$ cat src/mshe_pkg.sv
package mshe_pkg;

   typedef struct packed {
      logic [3:0]  mode;
      logic [63:0] value;
   } req_type;

   typedef struct packed {
      logic [7:0] out_byte;
      logic       last_byte;
   } rsp_type;

   // classified item: marker byte, value bytes left aligned, value byte count
   typedef struct packed {
      logic [7:0]  marker;
      logic [63:0] data;
      logic [3:0]  nbytes;
   } work_type;

   // queue push side
   typedef struct packed {
      logic     push;
      work_type work;
   } qwr_type;

   // queue pop side
   typedef struct packed {
      logic     valid;
      work_type work;
   } qrd_type;

   localparam logic [3:0] MODE_NIL   = 4'd0;
   localparam logic [3:0] MODE_BOOL  = 4'd1;
   localparam logic [3:0] MODE_UINT  = 4'd2;
   localparam logic [3:0] MODE_SINT  = 4'd3;
   localparam logic [3:0] MODE_F32   = 4'd4;
   localparam logic [3:0] MODE_STR   = 4'd5;
   localparam logic [3:0] MODE_BIN   = 4'd6;
   localparam logic [3:0] MODE_ARRAY = 4'd7;
   localparam logic [3:0] MODE_MAP   = 4'd8;
   localparam logic [3:0] MODE_RAW   = 4'd9;

   localparam logic [7:0] MK_NIL     = 8'hC0;
   localparam logic [7:0] MK_FALSE   = 8'hC2;
   localparam logic [7:0] MK_TRUE    = 8'hC3;
   localparam logic [7:0] MK_BIN8    = 8'hC4;
   localparam logic [7:0] MK_BIN16   = 8'hC5;
   localparam logic [7:0] MK_BIN32   = 8'hC6;
   localparam logic [7:0] MK_F32     = 8'hCA;
   localparam logic [7:0] MK_U8      = 8'hCC;
   localparam logic [7:0] MK_U16     = 8'hCD;
   localparam logic [7:0] MK_U32     = 8'hCE;
   localparam logic [7:0] MK_U64     = 8'hCF;
   localparam logic [7:0] MK_I8      = 8'hD0;
   localparam logic [7:0] MK_I16     = 8'hD1;
   localparam logic [7:0] MK_I32     = 8'hD2;
   localparam logic [7:0] MK_I64     = 8'hD3;
   localparam logic [7:0] MK_STR8    = 8'hD9;
   localparam logic [7:0] MK_STR16   = 8'hDA;
   localparam logic [7:0] MK_STR32   = 8'hDB;
   localparam logic [7:0] MK_ARR16   = 8'hDC;
   localparam logic [7:0] MK_ARR32   = 8'hDD;
   localparam logic [7:0] MK_MAP16   = 8'hDE;
   localparam logic [7:0] MK_MAP32   = 8'hDF;
   localparam logic [7:0] MK_FIXSTR  = 8'hA0;
   localparam logic [7:0] MK_FIXARR  = 8'h90;
   localparam logic [7:0] MK_FIXMAP  = 8'h80;

   localparam logic [3:0] MAX_ITEM_BYTES = 4'd9;

endpackage

$ cat src/msgpack_scalar_header_encoder_unit.sv
// MessagePack scalar and header encoder.
// req channel: one transfer per item (mode, 64-bit value). Modes 10 to 15 are
// accepted and produce nothing.
// rsp channel: one transfer per encoded byte, marker first, value bytes
// big-endian, last_byte set on the final byte of an item (1 to 9 bytes).
// A front stage classifies the item in the accept cycle and writes it into a
// small queue (QUEUE_DEPTH entries); a back stage shifts it out one byte per
// cycle, while rsp_stall is low, into the rsp output register.
// From an empty block, the first byte of an item passes the queue entry, the
// serializer shift register and then the rsp output register.
// Throughput: one rsp byte per cycle while rsp_stall is low; successive items
// follow back to back. The serializer sets this rate.
// req_stall rises only when the queue is full.
// A stalled rsp byte holds; a busy serializer and the queue hold behind it.
// Reset (synchronous, active high) empties the queue and drops any item in
// flight; no clearing pass is needed.
module msgpack_scalar_header_encoder_unit #(
   parameter int QUEUE_DEPTH = 2
) (
   input  logic              clock,
   input  logic              reset,
   input  logic              req_valid,
   output logic              req_stall,
   input  mshe_pkg::req_type req_data,
   output logic              rsp_valid,
   input  logic              rsp_stall,
   output mshe_pkg::rsp_type rsp_data
);
   import mshe_pkg::*;

   qwr_type q_wr;
   qrd_type q_rd;
   logic    q_full;
   logic    q_pop;

   mshe_front u_front (
      .req_valid (req_valid),
      .req_data  (req_data),
      .q_full    (q_full),
      .req_stall (req_stall),
      .q_wr      (q_wr)
   );

   mshe_queue #(
      .DEPTH (QUEUE_DEPTH)
   ) u_queue (
      .clock (clock),
      .reset (reset),
      .q_wr  (q_wr),
      .pop   (q_pop),
      .full  (q_full),
      .q_rd  (q_rd)
   );

   mshe_back u_back (
      .clock     (clock),
      .reset     (reset),
      .q_rd      (q_rd),
      .pop       (q_pop),
      .rsp_valid (rsp_valid),
      .rsp_stall (rsp_stall),
      .rsp_data  (rsp_data)
   );

endmodule

$ cat src/mshe_front.sv
module mshe_front (
   input  logic             req_valid,
   input  mshe_pkg::req_type req_data,
   input  logic             q_full,
   output logic             req_stall,
   output mshe_pkg::qwr_type q_wr
);
   import mshe_pkg::*;

   logic [63:0] v;
   logic [31:0] hlen;
   logic        mode_ok;
   logic [7:0]  marker;
   logic [3:0]  nbytes;
   logic [63:0] src;
   logic [63:0] aligned;
   logic        s_fix, s8, s16, s32;

   assign v = req_data.value;
   // header lengths saturate at 32 bits
   assign hlen = (v[63:32] != 32'd0) ? 32'hFFFF_FFFF : v[31:0];

   assign s_fix = (v[63:7] == 57'd0) || (&v[63:5]);
   assign s8    = (v[63:7] == 57'd0) || (&v[63:7]);
   assign s16   = (v[63:15] == 49'd0) || (&v[63:15]);
   assign s32   = (v[63:31] == 33'd0) || (&v[63:31]);

   always_comb begin
      mode_ok = 1'b1;
      marker  = MK_NIL;
      nbytes  = 4'd0;
      src     = v;
      case (req_data.mode)
         MODE_NIL: begin
            marker = MK_NIL;
         end
         MODE_BOOL: begin
            marker = (v != 64'd0) ? MK_TRUE : MK_FALSE;
         end
         MODE_UINT: begin
            if (v[63:7] == 57'd0) begin
               marker = v[7:0];
            end else if (v[63:8] == 56'd0) begin
               marker = MK_U8;
               nbytes = 4'd1;
            end else if (v[63:16] == 48'd0) begin
               marker = MK_U16;
               nbytes = 4'd2;
            end else if (v[63:32] == 32'd0) begin
               marker = MK_U32;
               nbytes = 4'd4;
            end else begin
               marker = MK_U64;
               nbytes = 4'd8;
            end
         end
         MODE_SINT: begin
            if (s_fix) begin
               marker = v[7:0];
            end else if (s8) begin
               marker = MK_I8;
               nbytes = 4'd1;
            end else if (s16) begin
               marker = MK_I16;
               nbytes = 4'd2;
            end else if (s32) begin
               marker = MK_I32;
               nbytes = 4'd4;
            end else begin
               marker = MK_I64;
               nbytes = 4'd8;
            end
         end
         MODE_F32: begin
            marker = MK_F32;
            nbytes = 4'd4;
         end
         MODE_STR: begin
            src = {32'd0, hlen};
            if (hlen <= 32'd31) begin
               marker = MK_FIXSTR + {3'd0, hlen[4:0]};
            end else if (hlen <= 32'hFF) begin
               marker = MK_STR8;
               nbytes = 4'd1;
            end else if (hlen <= 32'hFFFF) begin
               marker = MK_STR16;
               nbytes = 4'd2;
            end else begin
               marker = MK_STR32;
               nbytes = 4'd4;
            end
         end
         MODE_BIN: begin
            src = {32'd0, hlen};
            if (hlen <= 32'hFF) begin
               marker = MK_BIN8;
               nbytes = 4'd1;
            end else if (hlen <= 32'hFFFF) begin
               marker = MK_BIN16;
               nbytes = 4'd2;
            end else begin
               marker = MK_BIN32;
               nbytes = 4'd4;
            end
         end
         MODE_ARRAY: begin
            src = {32'd0, hlen};
            if (hlen <= 32'd15) begin
               marker = MK_FIXARR + {4'd0, hlen[3:0]};
            end else if (hlen <= 32'hFFFF) begin
               marker = MK_ARR16;
               nbytes = 4'd2;
            end else begin
               marker = MK_ARR32;
               nbytes = 4'd4;
            end
         end
         MODE_MAP: begin
            src = {32'd0, hlen};
            if (hlen <= 32'd15) begin
               marker = MK_FIXMAP + {4'd0, hlen[3:0]};
            end else if (hlen <= 32'hFFFF) begin
               marker = MK_MAP16;
               nbytes = 4'd2;
            end else begin
               marker = MK_MAP32;
               nbytes = 4'd4;
            end
         end
         MODE_RAW: begin
            marker = v[7:0];
         end
         default: begin
            mode_ok = 1'b0;
         end
      endcase
   end

   // left align the low value bytes so the back end just shifts out the top byte
   always_comb begin
      case (nbytes)
         4'd1:    aligned = {src[7:0], 56'd0};
         4'd2:    aligned = {src[15:0], 48'd0};
         4'd4:    aligned = {src[31:0], 32'd0};
         4'd8:    aligned = src;
         default: aligned = 64'd0;
      endcase
   end

   assign req_stall       = q_full;
   // unused modes are taken and dropped
   assign q_wr.push       = req_valid && !q_full && mode_ok;
   assign q_wr.work.marker = marker;
   assign q_wr.work.data   = aligned;
   assign q_wr.work.nbytes = nbytes;

endmodule

$ cat src/mshe_queue.sv
module mshe_queue #(
   parameter int DEPTH = 2
) (
   input  logic              clock,
   input  logic              reset,
   input  mshe_pkg::qwr_type q_wr,
   input  logic              pop,
   output logic              full,
   output mshe_pkg::qrd_type q_rd
);
   import mshe_pkg::*;

   localparam int IW = $clog2(DEPTH);
   localparam int CW = $clog2(DEPTH + 1);
   localparam logic [IW-1:0] LAST_IDX = IW'(DEPTH - 1);
   localparam logic [CW-1:0] FULL_CNT = CW'(DEPTH);

   work_type        entry_ff [DEPTH];
   logic [IW-1:0]   wptr_ff, wptr_in;
   logic [IW-1:0]   rptr_ff, rptr_in;
   logic [CW-1:0]   count_ff, count_in;
   logic            do_pop;

   assign full       = (count_ff == FULL_CNT);
   assign q_rd.valid = (count_ff != '0);
   assign q_rd.work  = entry_ff[rptr_ff];
   assign do_pop     = pop && q_rd.valid;

   always_comb begin
      wptr_in  = wptr_ff;
      rptr_in  = rptr_ff;
      count_in = count_ff;
      if (q_wr.push) begin
         wptr_in = (wptr_ff == LAST_IDX) ? '0 : wptr_ff + 1'b1;
      end
      if (do_pop) begin
         rptr_in = (rptr_ff == LAST_IDX) ? '0 : rptr_ff + 1'b1;
      end
      case ({q_wr.push, do_pop})
         2'b10:   count_in = count_ff + 1'b1;
         2'b01:   count_in = count_ff - 1'b1;
         default: count_in = count_ff;
      endcase
   end

   always_ff @(posedge clock) begin
      if (reset) begin
         wptr_ff  <= '0;
         rptr_ff  <= '0;
         count_ff <= '0;
      end else begin
         wptr_ff  <= wptr_in;
         rptr_ff  <= rptr_in;
         count_ff <= count_in;
      end
   end

   always_ff @(posedge clock) begin
      if (q_wr.push) begin
         entry_ff[wptr_ff] <= q_wr.work;
      end
   end

   a_no_overflow: assert property (@(posedge clock) disable iff (reset)
      q_wr.push |-> !full)
      else $error("queue push while full");

   a_count_range: assert property (@(posedge clock) disable iff (reset)
      count_ff <= FULL_CNT)
      else $error("queue count out of range");

endmodule

$ cat src/mshe_back.sv
module mshe_back (
   input  logic              clock,
   input  logic              reset,
   input  mshe_pkg::qrd_type q_rd,
   output logic              pop,
   output logic              rsp_valid,
   input  logic              rsp_stall,
   output mshe_pkg::rsp_type rsp_data
);
   import mshe_pkg::*;

   logic        active_ff, active_in;
   logic [71:0] shift_ff, shift_in;
   logic [3:0]  count_ff, count_in;
   logic        rsp_valid_ff, rsp_valid_in;
   rsp_type     rsp_data_ff, rsp_data_in;
   logic        advance;
   logic        emit;
   logic        finishing;

   // output register frees up when empty or taken this cycle
   assign advance   = !rsp_valid_ff || !rsp_stall;
   assign emit      = active_ff && advance;
   assign finishing = emit && (count_ff == 4'd1);
   assign pop       = q_rd.valid && (!active_ff || finishing);

   always_comb begin
      active_in    = active_ff;
      shift_in     = shift_ff;
      count_in     = count_ff;
      rsp_valid_in = rsp_valid_ff;
      rsp_data_in  = rsp_data_ff;
      if (advance) begin
         rsp_valid_in = active_ff;
      end
      if (emit) begin
         rsp_data_in.out_byte  = shift_ff[71:64];
         rsp_data_in.last_byte = (count_ff == 4'd1);
         shift_in = {shift_ff[63:0], 8'd0};
         count_in = count_ff - 4'd1;
      end
      if (pop) begin
         active_in = 1'b1;
         shift_in  = {q_rd.work.marker, q_rd.work.data};
         count_in  = q_rd.work.nbytes + 4'd1;
      end else if (finishing) begin
         active_in = 1'b0;
      end
   end

   always_ff @(posedge clock) begin
      if (reset) begin
         active_ff    <= 1'b0;
         rsp_valid_ff <= 1'b0;
         count_ff     <= 4'd0;
      end else begin
         active_ff    <= active_in;
         rsp_valid_ff <= rsp_valid_in;
         count_ff     <= count_in;
      end
   end

   always_ff @(posedge clock) begin
      shift_ff    <= shift_in;
      rsp_data_ff <= rsp_data_in;
   end

   assign rsp_valid = rsp_valid_ff;
   assign rsp_data  = rsp_data_ff;

   a_count_live: assert property (@(posedge clock) disable iff (reset)
      active_ff |-> (count_ff != 4'd0) && (count_ff <= MAX_ITEM_BYTES))
      else $error("active item with bad byte count");

   a_idle_after_last: assert property (@(posedge clock) disable iff (reset)
      (finishing && !q_rd.valid) |=> !active_ff)
      else $error("serializer stayed busy after final byte");

endmodule
$ cat config.mk
export PLATFORM = sky130hd
export DESIGN_NAME = msgpack_scalar_header_encoder_unit
export DESIGN_NICKNAME = d
export VERILOG_FILES = /design/src/mshe_pkg.sv /design/src/msgpack_scalar_header_encoder_unit.sv /design/src/mshe_front.sv /design/src/mshe_queue.sv /design/src/mshe_back.sv
export SDC_FILE = /design/constraint.sdc
export NUM_CORES = 1
export LEC_CHECK = 0
export ABC_CLOCK_PERIOD_IN_PS = 12300
export BUFFER_PORTS_ARGS = -buffer_cell sky130_fd_sc_hd__buf_2
export CAP_MARGIN = 5
export CELL_PAD_IN_SITES_DETAIL_PLACEMENT = 0
export CELL_PAD_IN_SITES_GLOBAL_PLACEMENT = 1
export CORE_MARGIN = 2
export CORE_UTILIZATION = 53
export DETAILED_ROUTE_END_ITERATION = 6
export GPL_TIMING_DRIVEN = 0
export PLACE_DENSITY_LB_ADDON = 0.15
export SKIP_LAST_GASP = 1
export SLEW_MARGIN = 40
export SYNTH_ARGS = -nofsm -noshare
export SYNTH_HDL_FRONTEND = slang
export SYNTH_SLANG_ARGS = --single-unit
$ cat constraint.sdc
create_clock -name clock -period 12.3 [get_ports clock]
set_input_delay 0 -clock clock [delete_from_list [all_inputs] [get_ports clock]]
set_output_delay 0 -clock clock [all_outputs]
set_load 0.01 [all_outputs]
==> flow_summary.toml, run 1 <==
[sta]
worst_clock_skew_ps = 26.1
rsz0062_at_grt = "false"
worstMarginPinSlew_ps = 847
final-setup-viol-count = 0
fin_crit_sh = 0.278
max_freq_ghz = 0.293
setup_tns_ps = 0
maxSlewHeadroom = 0.436
drv_slew = 0
hold_violations = 0
post-route-min-period_ps = 3420

[yosys]
avgSynthCellArea_um2 = 12.1
ys.flop_type = "edfxtp_1"
yosysWarnings = 0
synth-edff-count = 233
seq_area_frac_synth = 0.654
yosys_register_bits = 244
ys_top_cells_by_area = "edfxtp_1 63%, mux2i_1 6.8%, nor2_1 3.9%"
synth_top_area_share = 0.635
synthCells = 908
yosysUniqueCellTypes = 63
synth_area_leader_cell = "edfxtp_1"
synthesis.nets = 984
synthArstFlopShare = 0
synthesis.area_um2 = 11000

[die]
start_util = 0.543
pin_count = 83
core-area_um2 = 20300
die_x_um = 148
die_h_um = 148
dieArea_um2 = 22000
fp-row-count = 52

[setup_path]
rrSetupSlack_ps = 8910
path_common_cell = "buf_2"
slowest_delay_ps = 640
path_max_fanout = 9
crit_arrival_ps = 3650
r2r_end = "u_back.shift_ff[50]$_DFFE_PP_"
critPathRequiredTime_ps = 12530
reg2reg_from = "u_back.count_ff[1]$_SDFFE_PP0P_"
end_kind = "flip-flop"
crit_chain = "dlygate4sd3_1 -> buf_2 -> nor4_1 -> nand4_1 -> nor3_1 -> a32oi_1 -> and2_1 -> buf_2 -> o221ai_1"
crit_type = "in -> reg"
reg2reg_depth = 11
start_kind = "primary input"
crit_path_top_delay_cell = "nor3_1"
crit_start = "req_data[41]"
crit_path_end = "u_queue.entry_ff[1][54]$_DFFE_PP_"

[cells_and_area]
multi_input_area_um2 = 3590
final_cell_mix = "233 x edfxtp_1, 114 x nor2_1, 110 x nand2_1, 92 x buf_2, 85 x o21ai_0"
n_fill_cell = 1557
diodes = 0
drive_gt1_frac = 0.159
final_common_cell = "edfxtp_1"
seq_area_um2 = 7220
fin_nets = 1159
layout.cells.non_filler = 1372
area_delta_synth_final_pct = 22.0

[clock_network]
clkTransAtPathRegs_ps = 60
clock_latency_ps = 530
cts_sinks = 244
htreeDepth = 1
cts_setup_buffers = 0
cts_tree = "yes"
clock_path_buffers = 3
hold_buffers = 48
cts_buffers = 26
cts-root-buf = "clkbuf_16"
cts_resized = 0

[route]
drt_first_iter_violations = 707
postRouteAntennaNets = 0
route.vias.total = 8161
first_pass_iters = 5
drt_wl_total_um = 30300
drc_errors = 0
routedWlPerCell_um = 22.1
via_per_inst = 5.95

[power]
p_per_area_nw_per_um2 = 216
ir_worst_vdd_uv = 163
leakagePower_nw = 4.77
finalPower_w = 0.00290

[global_routing]
grt_pass1_vias = 7805
grt_pass1_wl_um = 45800
grt_max_degree = 18
antenna_found_initial = 0
grt_use_total = 0.277
grt_overflow = 0

[place]
dp.cells = 1275
port_buffers = 82
dp_hpwl_um = 22000
gp_congestion = 0.906

[status]
outcome = "complete, no violations"

[min_path]
hp-class = "in -> reg"
holdPathStages = 3

[job]
drv_cap = 0
-- routing by layer --
metal	part of all wire	routed length [µm]	track usage
met1	0.43	13100	0.416
met2	0.47	14300	0.441
met3	0.082	2470	0.0350
met4	0.014	435	0.0552
met5	0	0	0
-- cell families after synthesis --
group	count (synthesis)	share of synthesized area
simple gates	332	0.140
fa+ha+maj	4	0.00454
compound gates	187	0.105
flops	244	0.654
xor+xnor	6	0.00477
mux	76	0.0691
buf+inv	59	0.0229
-- how the worst min path moves through the flow --
stage	from	endpoint	slack, ps
floorplan	reset	u_back.count_ff[0]$_SDFFE_PP0P_	70
global placement	reset	u_back.count_ff[0]$_SDFFE_PP0P_	170
detailed placement	reset	u_back.count_ff[0]$_SDFFE_PP0P_	180
CTS	req_data[14]	u_queue.entry_ff[0][18]$_DFFE_PP_	1
global route	req_data[21]	u_queue.entry_ff[1][25]$_DFFE_PP_	10
finish	req_data[25]	u_queue.entry_ff[1][29]$_DFFE_PP_	20
-- per-stage QoR --
step                      instance area [µm²]  setup slack, ps   util  hold WS [ps]
after floorplan                         11000             6780      -          72.8
after global placement                  11800             4470  0.580           175
after detailed placement                12100             8850  0.596           182
after CTS                               13400             8840  0.662          1.43
after global routing                    13400             8520  0.662          12.2
final                                   13400             8880  0.662          16.2
-- where the power goes --
part           switching, W  internal, W
Sequential        0.0000662      0.00124
Clock              0.000312     0.000465
Combinational      0.000549     0.000275
-- flip-flops by register name, indices dropped and copies added, names as in the netlist, named ones only --
| register | cells |
|---|---|
| u_back.active_ff | 1 |
| u_back.count_ff | 4 |
| u_back.rsp_data | 9 |
| u_back.rsp_valid | 1 |
| u_back.shift_ff | 72 |
| u_queue.count_ff | 2 |
| u_queue.entry_ff | 152 |
| u_queue.rptr_ff | 1 |
| u_queue.wptr_ff | 1 |
-- worst max-delay path, delay by kind of cell --
kind                   cells  cell delay (ps)
AOI/OAI and AO/OA          2              950
buffers and inverters      3              870
and+or+nand+nor            4             1830
-- cell type report --
| class | instances | area share |
|---|---|---|
| plain buffers | 49 | 0.0162 |
| clock buffers | 31 | 0.0514 |
| clock inverters | 16 | 0.0124 |
| inverters | 10 | 0.00279 |
| multi-input cells | 605 | 0.267 |
| flip-flops and latches | 244 | 0.537 |
| well taps | 270 | 0.0251 |
| repair buffers | 147 | 0.0888 |
-- Yosys cell counts, types with 3 or more instances --
| cell type | n |
|---|---|
| edfxtp_1 | 233 |
| nor2_1 | 116 |
| nand2_1 | 110 |
| o21ai_0 | 85 |
| mux2i_1 | 75 |
| clkbuf_1 | 34 |
| o21ai_1 | 24 |
| a21oi_1 | 17 |
| nand4_1 | 17 |
| nand3_1 | 14 |
| nor4_1 | 13 |
| dfxtp_1 | 11 |
| buf_2 | 10 |
| nor3_1 | 10 |
| o221ai_1 | 10 |
| or3_1 | 9 |
| inv_1 | 8 |
| nand2b_1 | 8 |
| o211ai_1 | 8 |
| a22oi_1 | 7 |
| and2_1 | 5 |
| and4_1 | 5 |
| nand3b_1 | 5 |
| nor2b_1 | 5 |
| ha_1 | 4 |
| nor4_2 | 4 |
| a21oi_2 | 3 |
| a31oi_1 | 3 |
| a32oi_1 | 3 |
| and3_1 | 3 |
| buf_4 | 3 |
| o2111ai_1 | 3 |
| xnor2_1 | 3 |
| xor2_1 | 3 |
Note: power is estimated with default switching activity, not from simulation.
==> run 2: changes to the inputs <==
- ABC_AREA: not set -> 1
- ABC_CLOCK_PERIOD_IN_PS: 12300 -> 3300
- CORE_UTILIZATION: 53 -> 47
- clock period: 12.3 -> 3.3 ns (I/O delays scaled with it)
==> run 2 against run 1 <==
Compared with the run above:
- largest cell class unchanged
- critical path type is now reg -> reg
- cell area increased by 4.5%
- global-route usage shrank 0.73 points
- synthesized area grew 6.8%
- critical path depth up 4
- sequential share of layout area shrank 2.3 points
- clock-buffer cell count is 4 lower
- critical endpoint is now u_queue.count_ff[1]$_SDFFE_PP0P_
==> flow_summary.toml, run 2 <==
[global_routing]
grt_pass1_wl_um = 52700
grt_overflow = 0
grt_pass1_vias = 8934
grt_max_degree = 51
antenna_found_initial = 0
grt_use_total = 0.269

[clock_network]
cts_setup_buffers = 0
cts_resized = 0
clock_path_buffers = 3
htreeDepth = 1
cts_tree = "yes"
clkTransAtPathRegs_ps = 60
clock_latency_ps = 520
cts_buffers = 24
hold_buffers = 38
cts-root-buf = "clkbuf_16"
cts_sinks = 244

[yosys]
synth_xor_area_frac = 0.00298
seq_area_frac_synth = 0.613
yosysMostFrequentCell = "nand2_1"
synthCells = 1255
synth_top_family_by_area = "simple AND/OR/NAND/NOR gates"
avgSynthCellArea_um2 = 9.38
synth_compound_area_frac = 0.0699
synthArstFlopShare = 0
yosys_register_bits = 244
synthTopCellsByCount = "338 x nand2_1, 244 x nor2_1, 233 x edfxtp_1"
synth_area_leader_cell = "edfxtp_1"
synthesis.area_um2 = 11800
synth_top_area_share = 0.594
ys.flop_type = "edfxtp_1"
yosysWarnings = 0
yosysUniqueCellTypes = 40
synth-edff-count = 233
synthesis.nets = 1331
synthAdderAreaFrac = 0.00425
ys_top_cells_by_area = "edfxtp_1 59%, nand2_1 11%, nor2_1 7.8%"
synthSimpleGateAreaFrac = 0.260
synth_mux_area_frac = 0.000850

[power]
p_per_area_nw_per_um2 = 782
ir_worst_vdd_uv = 1060
leakagePower_nw = 5.41
finalPower_w = 0.0110

[route]
first_pass_iters = 5
drt_first_iter_violations = 817
drt_wl_total_um = 35000
routedWlPerCell_um = 19.9
drc_errors = 0
postRouteAntennaNets = 0
route.vias.total = 9441
via_per_inst = 5.38

[setup_path]
crit_chain = "inv_1 -> ha_1 -> nand3_1 -> o21ai_0 -> nand2_1 -> inv_1 -> buf_2 -> buf_1 -> ha_1 -> a21oi_1 -> o21ai_0 -> o21ai_0 -> a21oi_1"
end_kind = "flip-flop"
crit_family = "buffers and inverters"
crit_path_top_delay_cell = "buf_1"
path_common_cell = "o21ai_0"
slowest_delay_ps = 610
crit_type = "reg -> reg"
path_max_fanout = 10
crit_buf_inv = 4
critPathRequiredTime_ps = 3700
crit_arrival_ps = 3390
start_kind = "flip-flop"

[sta]
max_freq_ghz = 0.335
holdWs_ps = 8.68
drv_slew = 0
hold_violations = 0
worstMarginPinSlew_ps = 757
rsz0062_at_grt = "false"
final-setup-viol-count = 0
fin_crit_sh = 0.905
post-route-min-period_ps = 2990
maxSlewHeadroom = 0.495
worst_clock_skew_ps = 12.2

[die]
dieArea_um2 = 26300
fp-row-count = 57
core-area_um2 = 24500
start_util = 0.481
pin_count = 83
die_h_um = 162
die_x_um = 162

[cells_and_area]
fin_nets = 1488
final_common_cell = "nand2_1"
n_fill_cell = 2118
final_cell_mix = "338 x nand2_1, 241 x nor2_1, 233 x edfxtp_1, 89 x buf_2, 75 x inv_1"
largest_reg_flops = 152
seq_area_um2 = 7220
diodes = 0
multi_input_area_um2 = 4000
area_delta_synth_final_pct = 19.4
drive_gt1_frac = 0.142
largest-register = "u_queue.entry_ff"

[min_path]
hp-class = "in -> reg"

[status]
outcome = "complete, no violations"

[job]
drv_cap = 0

[place]
gp_congestion = 0.945
dp_hpwl_um = 26200
port_buffers = 82
## run 2: cell count changes after synthesis, sizes merged, moves of 10 or more
| cell | previous run | this run |
|---|---|---|
| nand4 | 17 | 27 |
| inv | 9 | 90 |
| nor4 | 17 | 0 |
| a31oi | 3 | 65 |
| a21oi | 21 | 33 |
| o221ai | 10 | 0 |
| mux2i | 75 | 1 |
| nand2 | 110 | 356 |
| nand3 | 15 | 68 |
| nor2 | 116 | 263 |
| o21ai | 110 | 32 |
## run 2: kinds of logic after synthesis
group,after synthesis
fa+ha+maj,4
buf+inv,142
xor+xnor,4
compound gates,141
simple gates,719
flops,244
mux,1
## run 2: path summary, 6_finish.rpt
check,start,slack (ps),cells after the start,to
max,u_back.count_ff[1]$_SDFFE_PP0P_,310,13,u_queue.count_ff[1]$_SDFFE_PP0P_
max reg2reg,u_back.count_ff[1]$_SDFFE_PP0P_,310,13,u_queue.count_ff[1]$_SDFFE_PP0P_
min reg2reg,u_back.shift_ff[66]$_DFFE_PP_,420,0,u_back.rsp_data[3]$_DFFE_PP_
min,req_data[57],9,3,u_queue.entry_ff[1][61]$_DFFE_PP_
## run 2: where the power goes
part / switching (W) / internal [W] / leakage, nW / total [W]
clock network: 0.00113 / 0.00162 / 0.390 / 0.00275
logic: 0.00235 / 0.000982 / 2.73 / 0.00333
registers: 0.000249 / 0.00467 / 2.29 / 0.00492
total: 0.00373 / 0.00727 / 5.41 / 0.0110
## run 2: cell type report
| type | count | area share |
|---|---|---|
| inverter | 93 | 0.0252 |
| timing repair buffer | 131 | 0.0751 |
| buffer | 49 | 0.0162 |
| multi-input combinational | 869 | 0.285 |
| tap | 324 | 0.0288 |
| clock inverter | 17 | 0.0118 |
| sequential | 244 | 0.513 |
| clock buffer | 27 | 0.0450 |
## run 2: worst reg2reg max path, delay by kind of cell, from the launching register on
family / cells / cell delay, ps
DFF: 1 / 300
AOI/OAI and AO/OA: 5 / 710
adders and majority gates: 2 / 550
buffers and inverters: 4 / 1070
and+or+nand+nor: 2 / 260
## run 2: stage by stage
stage	utilization	setup slack (ps)	setup TNS [ps]	cells	area [µm²]
5_1_grt	0.575	31.9	0	1754	14100
6_report	0.575	312	0	1754	14100
3_3_place_gp	0.515	-1210	-241550	1661	12600
3_5_place_dp	0.526	351	0	1672	12900
2_1_floorplan	-	88.3	0	1255	11800
4_1_cts	0.574	330	0	1754	14100
## run 2: routing by layer
layer / vias to the layer above / wire length, µm / global-route usage
met5: - / 0 / 0
met4: 0 / 1170 / 0.0929
met3: 55 / 2270 / 0.0225
met2: 368 / 16600 / 0.450
met1: 4444 / 14900 / 0.374
li1: 4574 / - / -
==> run 3: changes to the inputs <==
- BUFFER_PORTS_ARGS: -buffer_cell sky130_fd_sc_hd__buf_2 -> not set
- CORE_UTILIZATION: 47 -> 50
- DONT_BUFFER_PORTS: not set -> 1
- PLACE_DENSITY_LB_ADDON: 0.15 -> 0.12
==> run 3 against run 2 <==
Compared with the run above:
- final cell count fell by 2.6%
- power fell by 2.8%
- setup slack improved by 140 ps
- global-route usage rose by 1.6 points
- sequential share of layout area rose by 0.31 points
- die area fell by 5.9%
- sequential power barely moved
- highest routed layer unchanged
- combinational power fell by 5%
==> flow_summary.toml, run 3 (synthesis gave the netlist of run 2 again) <==
[clock_network]
cts_tree = "yes"
clock_latency_ps = 500
htreeDepth = 1
cts_resized = 0
clock_path_buffers = 3
cts_sinks = 244
clkTransAtPathRegs_ps = 60
cts_buffers = 23
cts-root-buf = "clkbuf_16"

[die]
die_h_um = 157
start_util = 0.506
dieArea_um2 = 24800
pin_count = 83
fp-row-count = 56
core-area_um2 = 23300
die_x_um = 157

[setup_path]
reg2reg_from = "u_back.count_ff[1]$_SDFFE_PP0P_"
start_kind = "flip-flop"
critPathRequiredTime_ps = 3690
rrSetupSlack_ps = 450
r2r_end = "u_queue.count_ff[1]$_SDFFE_PP0P_"
crit_type = "reg -> reg"
path_max_fanout = 10
reg2reg_depth = 13
end_kind = "flip-flop"
crit_arrival_ps = 3240

[power]
leakagePower_nw = 5.26
finalPower_w = 0.0107
p_per_area_nw_per_um2 = 765
ir_worst_vdd_uv = 1120

[sta]
final-setup-viol-count = 0
rsz0062_at_grt = "false"
maxSlewHeadroom = 0.458
hold_violations = 0
worstMarginPinSlew_ps = 807
post-route-min-period_ps = 2850
fin_crit_sh = 0.863
drv_slew = 0
worst_clock_skew_ps = 6.96
fin_ws_ps = 452
max_freq_ghz = 0.351

[cells_and_area]
fin_nets = 1451
stdcell_area_um2 = 14000
drive_gt1_frac = 0.0828
largest_reg_flops = 152
final_common_cell = "nand2_1"
largest-register = "u_queue.entry_ff"
area_delta_synth_final_pct = 18.7
final_cell_mix = "338 x nand2_1, 241 x nor2_1, 233 x edfxtp_1, 84 x dlygate4sd3_1, 75 x inv_1"
diodes = 0
n_fill_cell = 2032
layout.cells.non_filler = 1708

[global_routing]
grt_pass1_wl_um = 52000
grt_pass1_vias = 8937
antenna_found_initial = 0
grt_use_total = 0.285
grt_overflow = 0
grt_max_degree = 51

[place]
dp_hpwl_um = 25600
placed_area_um2 = 12400
gp_congestion = 0.963
port_buffers = 0
dp_slack_ps = 443
dp.cells = 1585

[route]
postRouteAntennaNets = 0
routedWlPerCell_um = 20.3
via_per_inst = 5.41
drt_wl_total_um = 34700
drc_errors = 0
drt_first_iter_violations = 776
first_pass_iters = 5
route.vias.total = 9247

[min_path]
holdPathStages = 4
min_from = "req_data[1]"
hold_path_end = "u_queue.entry_ff[0][69]$_DFFE_PP_"
hp-class = "in -> reg"

[status]
outcome = "complete, no violations"

[job]
drv_cap = 0
-- run 3: cell types whose count changed in the layout (fill, tap and decap cells not counted) --
cell and delta:
buf_2 -82, dlygate4sd3_1 +46, buf_16 -4, buf_8 +4
clkbuf_16 -2, clkinv_4 -2, clkinv_2 -1, nor3_1 +1
nor3_2 -1
-- run 3: area by class of cell --
class	count	area [µm²]	area share
Timing Repair Buffer	95	1060	0.0756
Clock inverter	14	144	0.0103
Tap cell	319	399	0.0286
Buffer	49	228	0.0163
Sequential cell	244	7220	0.516
Clock buffer	25	583	0.0417
Multi-Input combinational cell	869	4000	0.286
Inverter	93	354	0.0253
-- run 3: layer usage --
metal | share of wire | GRT usage | routed length [µm]
met1 | 0.43 | 0.393 | 14900
met2 | 0.47 | 0.467 | 16200
met3 | 0.067 | 0.0385 | 2320
met4 | 0.035 | 0.102 | 1220
met5 | 0 | 0 | 0
-- run 3: how the worst max path moves through the flow --
stage / start / endpoint / cells past startpoint
5_1_grt: u_back.count_ff[1]$_SDFFE_PP0P_ / u_queue.count_ff[1]$_SDFFE_PP0P_ / 13
2_1_floorplan: u_queue.count_ff[0]$_SDFFE_PP0P_ / u_queue.entry_ff[1][0]$_DFFE_PP_ / 4
6_report: u_back.count_ff[1]$_SDFFE_PP0P_ / u_queue.count_ff[1]$_SDFFE_PP0P_ / 13
3_3_place_gp: u_queue.count_ff[0]$_SDFFE_PP0P_ / u_queue.entry_ff[1][25]$_DFFE_PP_ / 4
3_5_place_dp: u_back.count_ff[1]$_SDFFE_PP0P_ / u_queue.count_ff[1]$_SDFFE_PP0P_ / 13
4_1_cts: u_back.count_ff[1]$_SDFFE_PP0P_ / u_queue.count_ff[1]$_SDFFE_PP0P_ / 13
-- run 3: power by group --
| group | switching [W] | leakage [nW] | internal (W) |
|---|---|---|---|
| Sequential | 0.000271 | 2.29 | 0.00467 |
| Combinational | 0.00223 | 2.61 | 0.000953 |
| Clock | 0.00107 | 0.354 | 0.00150 |
| Total | 0.00356 | 5.26 | 0.00713 |
-- run 3: through the flow --
step	utilization	hold WS, ps	TNS [ps]
6_report	0.601	22.6	0
4_1_cts	0.601	4.91	0
5_1_grt	0.601	37.6	0
3_3_place_gp	0.523	69.7	-232590
2_1_floorplan	-	69.1	0
3_5_place_dp	0.533	73.4	0
-- run 3: worst max-delay path, cell delays in order, from the launching register on --
cell and delay, ps:
dfxtp_1 300, inv_1 100, ha_1 160, nand3_1 90
o21ai_0 220, nand2_1 140, inv_1 110, buf_2 250
buf_1 560, ha_1 380, a21oi_1 120, o21ai_0 110
o21ai_0 150, a21oi_1 50
-- run 3: what timing repair did --
| item | 4_1_cts | 5_1_grt |
|---|---|---|
| hold buffers | 84 | 0 |
| hold endpoints to repair | 147 | 0 |
| buffers inserted | 0 | 0 |
